**src/rtl/bhpq_pkg.sv**
```systemverilog
`default_nettype none
// ----------------------------------------------------------------------------
// bhpq_pkg
// Shared types and constants for the binary heap priority queue: heap
// order selection, request codes, result status codes and fixed port widths.
// ----------------------------------------------------------------------------
package bhpq_pkg;

  // Which key the root holds
  typedef enum logic {
    ORDER_MIN = 1'b0,
    ORDER_MAX = 1'b1
  } order_t;

  localparam int VALUE_W  = 32;
  localparam int STATUS_W = 2;
  localparam int COUNT_W  = 7;

  localparam logic ACT_INSERT = 1'b0;
  localparam logic ACT_REMOVE = 1'b1;

  localparam logic [STATUS_W-1:0] ST_OK    = 2'd0;
  localparam logic [STATUS_W-1:0] ST_FULL  = 2'd1;
  localparam logic [STATUS_W-1:0] ST_EMPTY = 2'd2;

endpackage
`default_nettype wire

```
**src/rtl/bhpq_ram.sv**
```systemverilog
`default_nettype none
// ----------------------------------------------------------------------------
// bhpq_ram
// Generic single-write, single-read RAM with registered read data.
// ----------------------------------------------------------------------------
module bhpq_ram #(
  parameter int WIDTH = 32,
  parameter int DEPTH = 64
) (
  input  wire logic                     clk,
  input  wire logic                     wr_en,
  input  wire logic [$clog2(DEPTH)-1:0] wr_addr,
  input  wire logic [WIDTH-1:0]         wr_data,
  input  wire logic [$clog2(DEPTH)-1:0] rd_addr,
  output logic      [WIDTH-1:0]         rd_data
);

  logic [WIDTH-1:0] mem [DEPTH];

  always_ff @(posedge clk) begin
    if (wr_en) begin
      mem[wr_addr] <= wr_data;
    end
    rd_data <= mem[rd_addr];
  end

endmodule
`default_nettype wire

```
**src/rtl/bhpq_cmp.sv**
```systemverilog
`default_nettype none
// ----------------------------------------------------------------------------
// bhpq_cmp
// Shared key comparator: flags when key a belongs nearer the root than b
// under the selected heap order.
// ----------------------------------------------------------------------------
module bhpq_cmp #(
  parameter int KEY_WIDTH = 32
) (
  input  wire bhpq_pkg::order_t        mode,
  input  wire logic [KEY_WIDTH-1:0]    key_a,
  input  wire logic [KEY_WIDTH-1:0]    key_b,
  output logic                         a_better
);
  import bhpq_pkg::*;

  logic signed [KEY_WIDTH-1:0] sa;
  logic signed [KEY_WIDTH-1:0] sb;

  assign sa = $signed(key_a);
  assign sb = $signed(key_b);

  always_comb begin
    unique case (mode)
      ORDER_MAX: a_better = (sa > sb);
      ORDER_MIN: a_better = (sa < sb);
      default:   a_better = 1'b0;
    endcase
  end

endmodule
`default_nettype wire

```
**src/rtl/binary_heap_priority_queue.sv**
```systemverilog
`default_nettype none
// A refused beat goes straight to the result. An insert reads the parent and compares
// for each level it climbs; a remove reads the root and the last entry, stops there
// if it empties the queue, else for each level it sinks reads the left and right
// children, picks one and swaps. The next beat is taken the cycle after the result loads.
// Reset (rst, synchronous): empty queue, largest-at-root order; RAM not cleared.
// ----------------------------------------------------------------------------
// binary_heap_priority_queue
// Array-backed binary heap with insert and remove-root, sifting through one
// single-write, single-read RAM and one shared comparator under a small sequencer.
// ----------------------------------------------------------------------------
module binary_heap_priority_queue #(
  parameter int CAPACITY  = 64,
  parameter int KEY_WIDTH = 32
) (
  input  wire logic                                  clk,
  input  wire logic                                  rst,
  input  wire logic                                  cfg_write_en,
  input  wire logic                                  cfg_write_data,
  input  wire logic                                  in_valid,
  output logic                                       in_ready,
  input  wire logic                                  action,
  input  wire logic signed [bhpq_pkg::VALUE_W-1:0]   value,
  output logic                                       out_valid,
  input  wire logic                                  out_ready,
  output logic signed [bhpq_pkg::VALUE_W-1:0]        removed_value,
  output logic        [bhpq_pkg::STATUS_W-1:0]       status,
  output logic        [bhpq_pkg::COUNT_W-1:0]        entry_count
);
  import bhpq_pkg::*;

  localparam int AW = $clog2(CAPACITY);
  localparam int CW = $clog2(CAPACITY + 1);
  localparam int LW = AW + 2;

  localparam logic [3:0] S_IDLE     = 4'd0;
  localparam logic [3:0] S_UP_RD    = 4'd1;
  localparam logic [3:0] S_UP_CMP   = 4'd2;
  localparam logic [3:0] S_RM_ROOT  = 4'd3;
  localparam logic [3:0] S_RM_LAST  = 4'd4;
  localparam logic [3:0] S_RM_TAKE  = 4'd5;
  localparam logic [3:0] S_DN_LEFT  = 4'd6;
  localparam logic [3:0] S_DN_RIGHT = 4'd7;
  localparam logic [3:0] S_DN_PICK  = 4'd8;
  localparam logic [3:0] S_DN_SWAP  = 4'd9;
  localparam logic [3:0] S_DONE     = 4'd10;

  logic [3:0]           state, state_next;
  order_t               mode;
  logic [CW-1:0]        count, count_next;
  logic [AW-1:0]        pos, pos_next;
  logic [AW-1:0]        pick_pos, pick_pos_next;
  logic [KEY_WIDTH-1:0] hole_key, hole_key_next;
  logic [KEY_WIDTH-1:0] pick_key, pick_key_next;
  logic [VALUE_W-1:0]   rval, rval_next;
  logic [STATUS_W-1:0]  stat, stat_next;

  logic                 wr_en;
  logic [AW-1:0]        wr_addr;
  logic [KEY_WIDTH-1:0] wr_data;
  logic [AW-1:0]        rd_addr;
  logic [KEY_WIDTH-1:0] rd_data;

  logic [KEY_WIDTH-1:0] cmp_a, cmp_b;
  logic                 cmp_better;

  logic [63:0]          value_ext;
  logic [63:0]          rd_ext;
  logic [KEY_WIDTH-1:0] key_in;
  logic [AW-1:0]        pos_m1;
  logic [AW-1:0]        parent;
  logic [LW-1:0]        left, right, count_x;
  logic [CW+COUNT_W-1:0] count_ext;
  logic                 out_load;

  assign value_ext = 64'(value);
  assign key_in    = value_ext[KEY_WIDTH-1:0];
  assign rd_ext    = 64'($signed(rd_data));
  assign pos_m1    = pos - 1'b1;
  assign parent    = pos_m1 >> 1;
  assign left      = {1'b0, pos, 1'b1};
  assign right     = left + 1'b1;
  assign count_x   = LW'(count);
  assign in_ready  = (state == S_IDLE);
  assign out_load  = (state == S_DONE) && (!out_valid || out_ready);

  bhpq_ram #(
    .WIDTH (KEY_WIDTH),
    .DEPTH (CAPACITY)
  ) u_heap_ram (
    .clk     (clk),
    .wr_en   (wr_en),
    .wr_addr (wr_addr),
    .wr_data (wr_data),
    .rd_addr (rd_addr),
    .rd_data (rd_data)
  );

  bhpq_cmp #(
    .KEY_WIDTH (KEY_WIDTH)
  ) u_cmp (
    .mode     (mode),
    .key_a    (cmp_a),
    .key_b    (cmp_b),
    .a_better (cmp_better)
  );

  // Comparator operand steering
  always_comb begin
    unique case (state)
      S_UP_CMP: begin
        cmp_a = hole_key;
        cmp_b = rd_data;
      end
      S_DN_PICK: begin
        cmp_a = rd_data;
        cmp_b = pick_key;
      end
      default: begin
        cmp_a = pick_key;
        cmp_b = hole_key;
      end
    endcase
  end

  always_comb begin
    state_next    = state;
    count_next    = count;
    pos_next      = pos;
    pick_pos_next = pick_pos;
    hole_key_next = hole_key;
    pick_key_next = pick_key;
    rval_next     = rval;
    stat_next     = stat;
    wr_en         = 1'b0;
    wr_addr       = pos;
    wr_data       = hole_key;
    rd_addr       = '0;

    unique case (state)
      S_IDLE: begin
        if (in_valid) begin
          rval_next = '0;
          stat_next = ST_OK;
          if (action == ACT_INSERT) begin
            if (count == CW'(CAPACITY)) begin
              stat_next  = ST_FULL;
              state_next = S_DONE;
            end else begin
              hole_key_next = key_in;
              pos_next      = count[AW-1:0];
              count_next    = count + 1'b1;
              state_next    = S_UP_RD;
            end
          end else begin
            if (count == '0) begin
              stat_next  = ST_EMPTY;
              state_next = S_DONE;
            end else begin
              count_next = count - 1'b1;
              state_next = S_RM_ROOT;
            end
          end
        end
      end

      S_UP_RD: begin
        if (pos == '0) begin
          wr_en      = 1'b1;
          state_next = S_DONE;
        end else begin
          rd_addr    = parent;
          state_next = S_UP_CMP;
        end
      end

      S_UP_CMP: begin
        wr_en = 1'b1;
        if (cmp_better) begin
          // move the parent down into the hole and climb
          wr_data    = rd_data;
          pos_next   = parent;
          state_next = S_UP_RD;
        end else begin
          state_next = S_DONE;
        end
      end

      S_RM_ROOT: begin
        rd_addr    = '0;
        state_next = S_RM_LAST;
      end

      S_RM_LAST: begin
        // count already points at the last entry
        rd_addr   = count[AW-1:0];
        rval_next = rd_ext[VALUE_W-1:0];
        if (count == '0) begin
          state_next = S_DONE;
        end else begin
          state_next = S_RM_TAKE;
        end
      end

      S_RM_TAKE: begin
        hole_key_next = rd_data;
        pos_next      = '0;
        state_next    = S_DN_LEFT;
      end

      S_DN_LEFT: begin
        if (left >= count_x) begin
          wr_en      = 1'b1;
          state_next = S_DONE;
        end else begin
          rd_addr    = left[AW-1:0];
          state_next = S_DN_RIGHT;
        end
      end

      S_DN_RIGHT: begin
        pick_key_next = rd_data;
        pick_pos_next = left[AW-1:0];
        if (right < count_x) begin
          rd_addr    = right[AW-1:0];
          state_next = S_DN_PICK;
        end else begin
          state_next = S_DN_SWAP;
        end
      end

      S_DN_PICK: begin
        // left wins ties
        if (cmp_better) begin
          pick_key_next = rd_data;
          pick_pos_next = right[AW-1:0];
        end
        state_next = S_DN_SWAP;
      end

      S_DN_SWAP: begin
        wr_en = 1'b1;
        if (cmp_better) begin
          wr_data    = pick_key;
          pos_next   = pick_pos;
          state_next = S_DN_LEFT;
        end else begin
          state_next = S_DONE;
        end
      end

      S_DONE: begin
        if (out_load) begin
          state_next = S_IDLE;
        end
      end

      default: begin
        state_next = S_IDLE;
      end
    endcase
  end

  always_ff @(posedge clk) begin
    if (rst) begin
      state     <= S_IDLE;
      mode      <= ORDER_MAX;
      count     <= '0;
      out_valid <= 1'b0;
    end else begin
      state <= state_next;
      count <= count_next;
      if (cfg_write_en) begin
        mode <= order_t'(cfg_write_data);
      end
      if (out_load) begin
        out_valid <= 1'b1;
      end else if (out_ready) begin
        out_valid <= 1'b0;
      end
    end
  end

  always_ff @(posedge clk) begin
    pos      <= pos_next;
    pick_pos <= pick_pos_next;
    hole_key <= hole_key_next;
    pick_key <= pick_key_next;
    rval     <= rval_next;
    stat     <= stat_next;
  end

  assign count_ext = (CW + COUNT_W)'(count);

  // Result beat register
  always_ff @(posedge clk) begin
    if (out_load) begin
      removed_value <= $signed(rval);
      status        <= stat;
      entry_count   <= count_ext[COUNT_W-1:0];
    end
  end

endmodule
`default_nettype wire
```
**config.mk**
```make
export PLATFORM = sky130hd
export DESIGN_NAME = binary_heap_priority_queue
export DESIGN_NICKNAME = d
export VERILOG_FILES = /design/src/rtl/bhpq_pkg.sv /design/src/rtl/bhpq_ram.sv /design/src/rtl/bhpq_cmp.sv /design/src/rtl/binary_heap_priority_queue.sv
export SDC_FILE = /design/constraint.sdc
export NUM_CORES = 2
export LEC_CHECK = 0
export ABC_AREA = 1
export BUFFER_PORTS_ARGS = -buffer_cell sky130_fd_sc_hd__clkbuf_2
export CORE_ASPECT_RATIO = 1.75
export CORE_UTILIZATION = 55
export DETAILED_ROUTE_END_ITERATION = 10
export GPL_ROUTABILITY_DRIVEN = 1
export PLACE_DENSITY = 0.71
export SETUP_SLACK_MARGIN = 0.15
export SYNTH_ARGS = -nofsm -noshare
export SYNTH_HDL_FRONTEND = slang
export SYNTH_HIERARCHICAL = 1
export SYNTH_SLANG_ARGS = --single-unit
```
**constraint.sdc**
```tcl
create_clock -name clk -period 11.8 [get_ports clk]
set_input_delay 3.54 -clock clk [delete_from_list [all_inputs] [get_ports clk]]
set_output_delay 3.54 -clock clk [all_outputs]
set_load 0.02 [all_outputs]
```
After elaboration in Yosys (flattened, before gate mapping)
Memories as Yosys holds them, arrays and structs flattened. A register that Yosys moved wholly into a read port is not among the register bits. Index checks and enable logic that the tools add are counted. W data, S select, Z words.

Reduce and logical (&&, ||, !) cells: 19. Multiplexer cells: 51. $add $sub $neg: 4. Bitwise operators: 1. Order comparisons: 4. Equal/unequal tests: 20.

Operator list (number): $pmux W32 S2 (6); $mux W32 (7); $mux W6 (8); $pmux W6 S4 (2); $pmux W4 S11 (1); $mux W4 (10); $gt A32 B32 Y1 (1); $lt A32 B32 Y1 (1); $mux W7 (3); $ne A2 B2 Y1 const B (9); $eq A4 B3 Y1 const B (4); $eq A4 B4 Y1 const B (3); $pmux W6 S2 (1); $add A7 B1 Y8 const B (1); $eq A4 B2 Y1 const B (2); $lt A8 B7 Y1 (1); $mux W1 (8); $reduce_and A2 Y1 (4); $reduce_and A4 Y1 (2); $reduce_bool A2 Y1 (4); $add A7 B1 Y7 const B (1); $eq A7 B7 Y1 const B (1); $ge A7 B7 Y1 (1); $logic_not A7 Y1 (1); other kinds (16) (17).

Memories kept: 1. Word-level logic and storage cells: 113. Bits of input ports: 39. Output and inout bits: 43. Bits in writable memories: 2048. Flip-flop bits (word level): 164.

Memories: u_heap_ram.mem (depth 64, width 32, read ports 1, clocked after memory_dff 1, write ports 1, line bhpq_ram.sv:18) `logic [WIDTH-1:0] mem [DEPTH];`.

Logic depth before layout (Yosys ltp)
Depth after elaboration: 6. Gate-level depth with buffers: 33. Mapped depth without buffers: 32.

Cells and area by module
Netlist, hierarchy kept.

Modules (own cells, without submodules): bhpq_ram (seq. area each 62139.6 µm², area each 82738.1 µm², times used 1, cells each 6769); binary_heap_priority_queue (seq. area each 4794.6 µm², area each 8504.4 µm², times used 1, cells each 884); bhpq_cmp (seq. area each 0.0 µm², area each 922.1 µm², times used 1, cells each 149).

Worst setup path before layout
No wires, ideal clock.

Path kind: input port to flip-flop. Start: input out_ready. End: register entry_count[0] (netlist bit), enable pin. Arrival: 6446 ps. Buffers on the path: 0. Stages on the path: 2. Path slack: 4862 ps. Setup time: 492 ps. Required time: 11308 ps. Cells stage by stage: nor2_1 nor3_1.

Longest elaborated chain between the ends: 2.

RTL lines: from (decl) (line binary_heap_priority_queue.sv:25) `input wire logic out_ready,`; $logic_or A1 B1 Y1 (line binary_heap_priority_queue.sv:85) `assign out_load = (state == S_DONE) && (!out_valid || out_ready);`; $logic_and A1 B1 Y1 (line binary_heap_priority_queue.sv:85); named net out_load (line binary_heap_priority_queue.sv:74) `logic out_load;`; to (signal assigned) (line binary_heap_priority_queue.sv:300) `entry_count <= count_ext[COUNT_W-1:0];`; to (decl) (line binary_heap_priority_queue.sv:28) `output logic [bhpq_pkg::COUNT_W-1:0] entry_count`.

The timed path passes the listed nets, and every way through them passes these cells. A chain may end at the register's enable or synchronous reset.

Worst setup path in the final report
Start: register pos[0]. End: register u_heap_ram.rd_data[4] (read register of u_heap_ram.mem).

Longest elaborated chain between the ends: 4. Elaborated cells on any way between the ends: 9. Classes of those cells: add/sub (2); order compare (2); mux (4); reduce/logical (1).

RTL lines: from (decl) (line binary_heap_priority_queue.sv:51) `logic [AW-1:0] pos, pos_next;`; from (signal assigned) (line binary_heap_priority_queue.sv:285) `pos <= pos_next;`; $add A7 B1 Y8 (line binary_heap_priority_queue.sv:82) `assign right = left + 1'b1;`; $lt A8 B7 Y1 (line binary_heap_priority_queue.sv:224) `if (right < count_x) begin`; $mux W6 (line binary_heap_priority_queue.sv:224); $pmux W6 S4 (*) (line binary_heap_priority_queue.sv:140) `unique case (state)`; named net rd_addr[0] (line binary_heap_priority_queue.sv:61) `logic [AW-1:0] rd_addr;`; to (decl) (line bhpq_ram.sv:15) `output logic [WIDTH-1:0] rd_data`.

The timed path passes the listed nets; every way through them passes the cells marked *.

==> flow_metrics.env <==
export IMPL_status="finished, final reports clean"
export IMPL_ioPinCount=82
export IMPL_ys_ff_latch=2244
export IMPL_setup_viol=0
export IMPL_synth_cell_types=45
export IMPL_portBuffers=81
export IMPL_leakagePower_nw=36.0
export IMPL_wl_per_cell_um=26.3
export IMPL_critical_path_max_fanout=191
export IMPL_postCtsHoldBufs=0
export IMPL_cts_tree="done"
export IMPL_cts_repair_resized=0
export IMPL_maxCapViolCount=0
export IMPL_cp_start_kind="flop"
export IMPL_holdCritPathClass="reg2reg"
export IMPL_chipWidth_um=311
export IMPL_cp_end_kind="flop"
export IMPL_cts_setup_buffers=0
export IMPL_yosysSeqAreaShare_pct=72.6
export IMPL_wirelength_um=266000
export IMPL_grt_pass1_vias=60700
export IMPL_worstPathRequired_ps=12560
export IMPL_drive_gt1_share_pct=8.26
export IMPL_rows=198
export IMPL_antenna_found_initial=7
export IMPL_r2r_end="u_heap_ram/rd_data[4]"
export IMPL_synth_edf_count=2199
export IMPL_grt_ovfl_total=0
export IMPL_grt_pass1_wl_um=390000
export IMPL_async_flop_share_pct=0
export IMPL_clk_path_buf_depth=4
export IMPL_finalCritPeriodShare_pct=53.5
export IMPL_drc=0
export IMPL_max_vdd_ir_drop_v=0.000237
export IMPL_via_per_inst=6.26
export IMPL_worst_slew_pin_transition_ps=1390
export IMPL_hold_viol=0
export IMPL_yosys_warnings=6
export IMPL_critical_path_cell_chain="inv_1, ha_1, nor2_1, nand3_1, nand4_1, o221ai_4, buf_12, buf_12, buf_4, nand2_1, nand3_1, nand3_1, nand3_1, nand3_1, nand2_1, nand2_1, nand2_1"
export IMPL_grt_start_max_net_pins=252
export IMPL_synthTopCellsByCount="2481 x nand2_1, 2199 x edfxtp_1, 1929 x nand3_1"
export IMPL_synth_nets=7894
export IMPL_place_hpwl_um=137000
export IMPL_crit_top_cell="nand3_1"
export IMPL_final_setup_skew_ps=46.1
export IMPL_syn_inst=7802
export IMPL_clock_power_share_pct=24.0
export IMPL_grtUsageTotal_pct=31.1
export IMPL_rsz0062_at_grt="false"
export IMPL_initial_utilization_pct=55.4
export IMPL_path_class="reg2reg"
export IMPL_clk_latency_ps=840
export IMPL_hold_worst_slack_ps=423
export IMPL_crit_arrival_ps=7070
export IMPL_sw_frac_of_total_pct=37.5
export IMPL_cts_sinks=2244
export IMPL_clk_pin_slew_ps=70
export IMPL_max_freq_ghz=0.158
export IMPL_avgSynthCellArea_um2=11.8
export IMPL_cellPowerDensity_nw_per_um2=263
export IMPL_r2r_start="pos[0]"
export IMPL_crit_end="u_heap_ram/rd_data[4]"
export IMPL_dieArea_um2=169000
export IMPL_core_um2=166000
export IMPL_cts_buffers_inserted=193
export IMPL_crit_path_start="pos[0]"
export IMPL_maxSlewViolCount=0
export IMPL_period_minus_slack_ps=6310
export IMPL_tns_ps=0
export IMPL_ant_nets=0
export IMPL_p_sw_mw=10.0
export IMPL_dieHeight_um=544
export IMPL_intPower_mw=16.7
export IMPL_total_power_mw=26.7
export IMPL_drt_iter0_drc=8837
export IMPL_ys_flop_type="edfxtp_1"
export IMPL_r2r_cells=17
export IMPL_slew_limit_headroom_pct=7.54
export IMPL_crit_slowest_cell="buf_4"
export IMPL_synth_most_common_cell="nand2_1"
export IMPL_seqPwrFrac_pct=42.1
export IMPL_gp_congestion=0.911
export IMPL_fin_nets=7833
export IMPL_yosysTopAreaCell="edfxtp_1"
export IMPL_synth_area_um2=92200
export IMPL_syn2layout_area_growth_pct=10.2
export IMPL_finish_utilization_pct=61.1
export IMPL_firstDrtPassIters=9
export IMPL_cts_root_buf="clkbuf_16"
export IMPL_synth_top_area_share_pct=71.6
export IMPL_routed_via_count=63100
export IMPL_cts_max_level=4
export IMPL_reg2reg_slack_ps=5490
export IMPL_synth_area_leaders="edfxtp_1 72%, nand3_1 10%, nand2_1 10%, buf_2 1.7%, dfxtp_1 0.98%"
export IMPL_p_comb_share_pct=33.9
export IMPL_crit_path_max_incr_delay_ps=850
-- layout make-up --
cell class	count	area, um^2
clock inverters	112	1180
clock buffers	231	5070
diodes	3	7.51
repair buffers	234	1680
multi-input cells	4875	23100
flip-flops and latches	2244	66900
well taps	2200	2750
inverters	193	763
fillers	12600	64700
-- cell usage in the layout (no fill, tap or decap), types with 38 or more instances in the layout --
cell | Yosys | layout
clkbuf_2 | 0 | 81
buf_4 | 46 | 143
inv_1 | 180 | 177
edfxtp_1 | 2199 | 2199
o221ai_1 | 75 | 53
nor2_4 | 3 | 59
o21ai_0 | 56 | 53
dfxtp_1 | 45 | 45
nand3_1 | 1929 | 1928
ha_1 | 52 | 52
nor2_1 | 137 | 80
clkbuf_16 | 0 | 195
nand2_1 | 2481 | 2479
clkinv_1 | 0 | 38
-- kinds of logic after synthesis --
family / share of synthesized area, %
XOR/XNOR: 0.143
AO/OA/AOI/OAI: 1.56
adder cells (fa/ha/maj): 0.728
flip-flops: 72.6
buffers and inverters: 3.43
AND/OR/NAND/NOR: 21.5
-- critical path, delay by kind of cell, from the launching register on --
| kind | cells | cell delay [ps] |
|---|---|---|
| flip-flops | 1 | 750 |
| AND/OR/NAND/NOR | 11 | 1860 |
| adder cells (fa/ha/maj) | 1 | 370 |
| AO/OA/AOI/OAI | 1 | 520 |
| buffers and inverters | 4 | 2320 |
-- routing by layer --
| metal | up-vias | global-route usage (%) | share of wire [%] |
|---|---|---|---|
| met4 | 0 | 18.0 | 6.5 |
| li1 | 27500 | - | - |
| met5 | - | 0 | 0 |
| met1 | 30700 | 38.7 | 35 |
| met3 | 915 | 4.55 | 10 |
| met2 | 3999 | 52.2 | 49 |
-- how the worst min path moves through the flow --
| stage | start | end | slack (ps) | depth (start not counted) |
|---|---|---|---|---|
| after detailed placement | rval[8] | removed_value[8] | 410 | 0 |
| final | rval[19] | removed_value[19] | 420 | 0 |
| after global placement | rval[18] | removed_value[18] | 400 | 0 |
| after global routing | rval[19] | removed_value[19] | 420 | 0 |
| after CTS | rval[19] | removed_value[19] | 420 | 0 |
| after floorplan | rval[0] | removed_value[0] | 400 | 0 |
-- power groups by stage --
| stage | Clock (mW) | Sequential [mW] | Combinational (mW) |
|---|---|---|---|
| final | 6.41 | 11.2 | 9.06 |
| after global routing | 6.73 | 11.3 | 9.81 |
| after floorplan | 0 | 11.5 | 5.68 |
| after CTS | 6.46 | 11.2 | 8.92 |
| after detailed placement | 0 | 11.4 | 8.87 |
| after global placement | 0 | 11.4 | 8.71 |
-- state kept, by name (all words and copies together), names as in the netlist --
name / flops
removed_value: 32
count: 7
state: 4
u_heap_ram/rd_data: 32
pos: 6
pick_key: 32
pick_pos: 6
hole_key: 32
entry_count: 7
stat: 2
out_valid: 1
status: 2
u_heap_ram/mem: 2048
rval: 32
mode: 1
-- per-stage QoR --
step	instances	setup slack [ps]	cell area, um^2
global placement	9746	5720	95300
floorplan	7802	4860	92200
global route	10100	5160	102000
detailed placement	9746	5650	95300
CTS	10100	5630	102000
finish	10100	5490	102000
(Power assumes the default switching activity.)
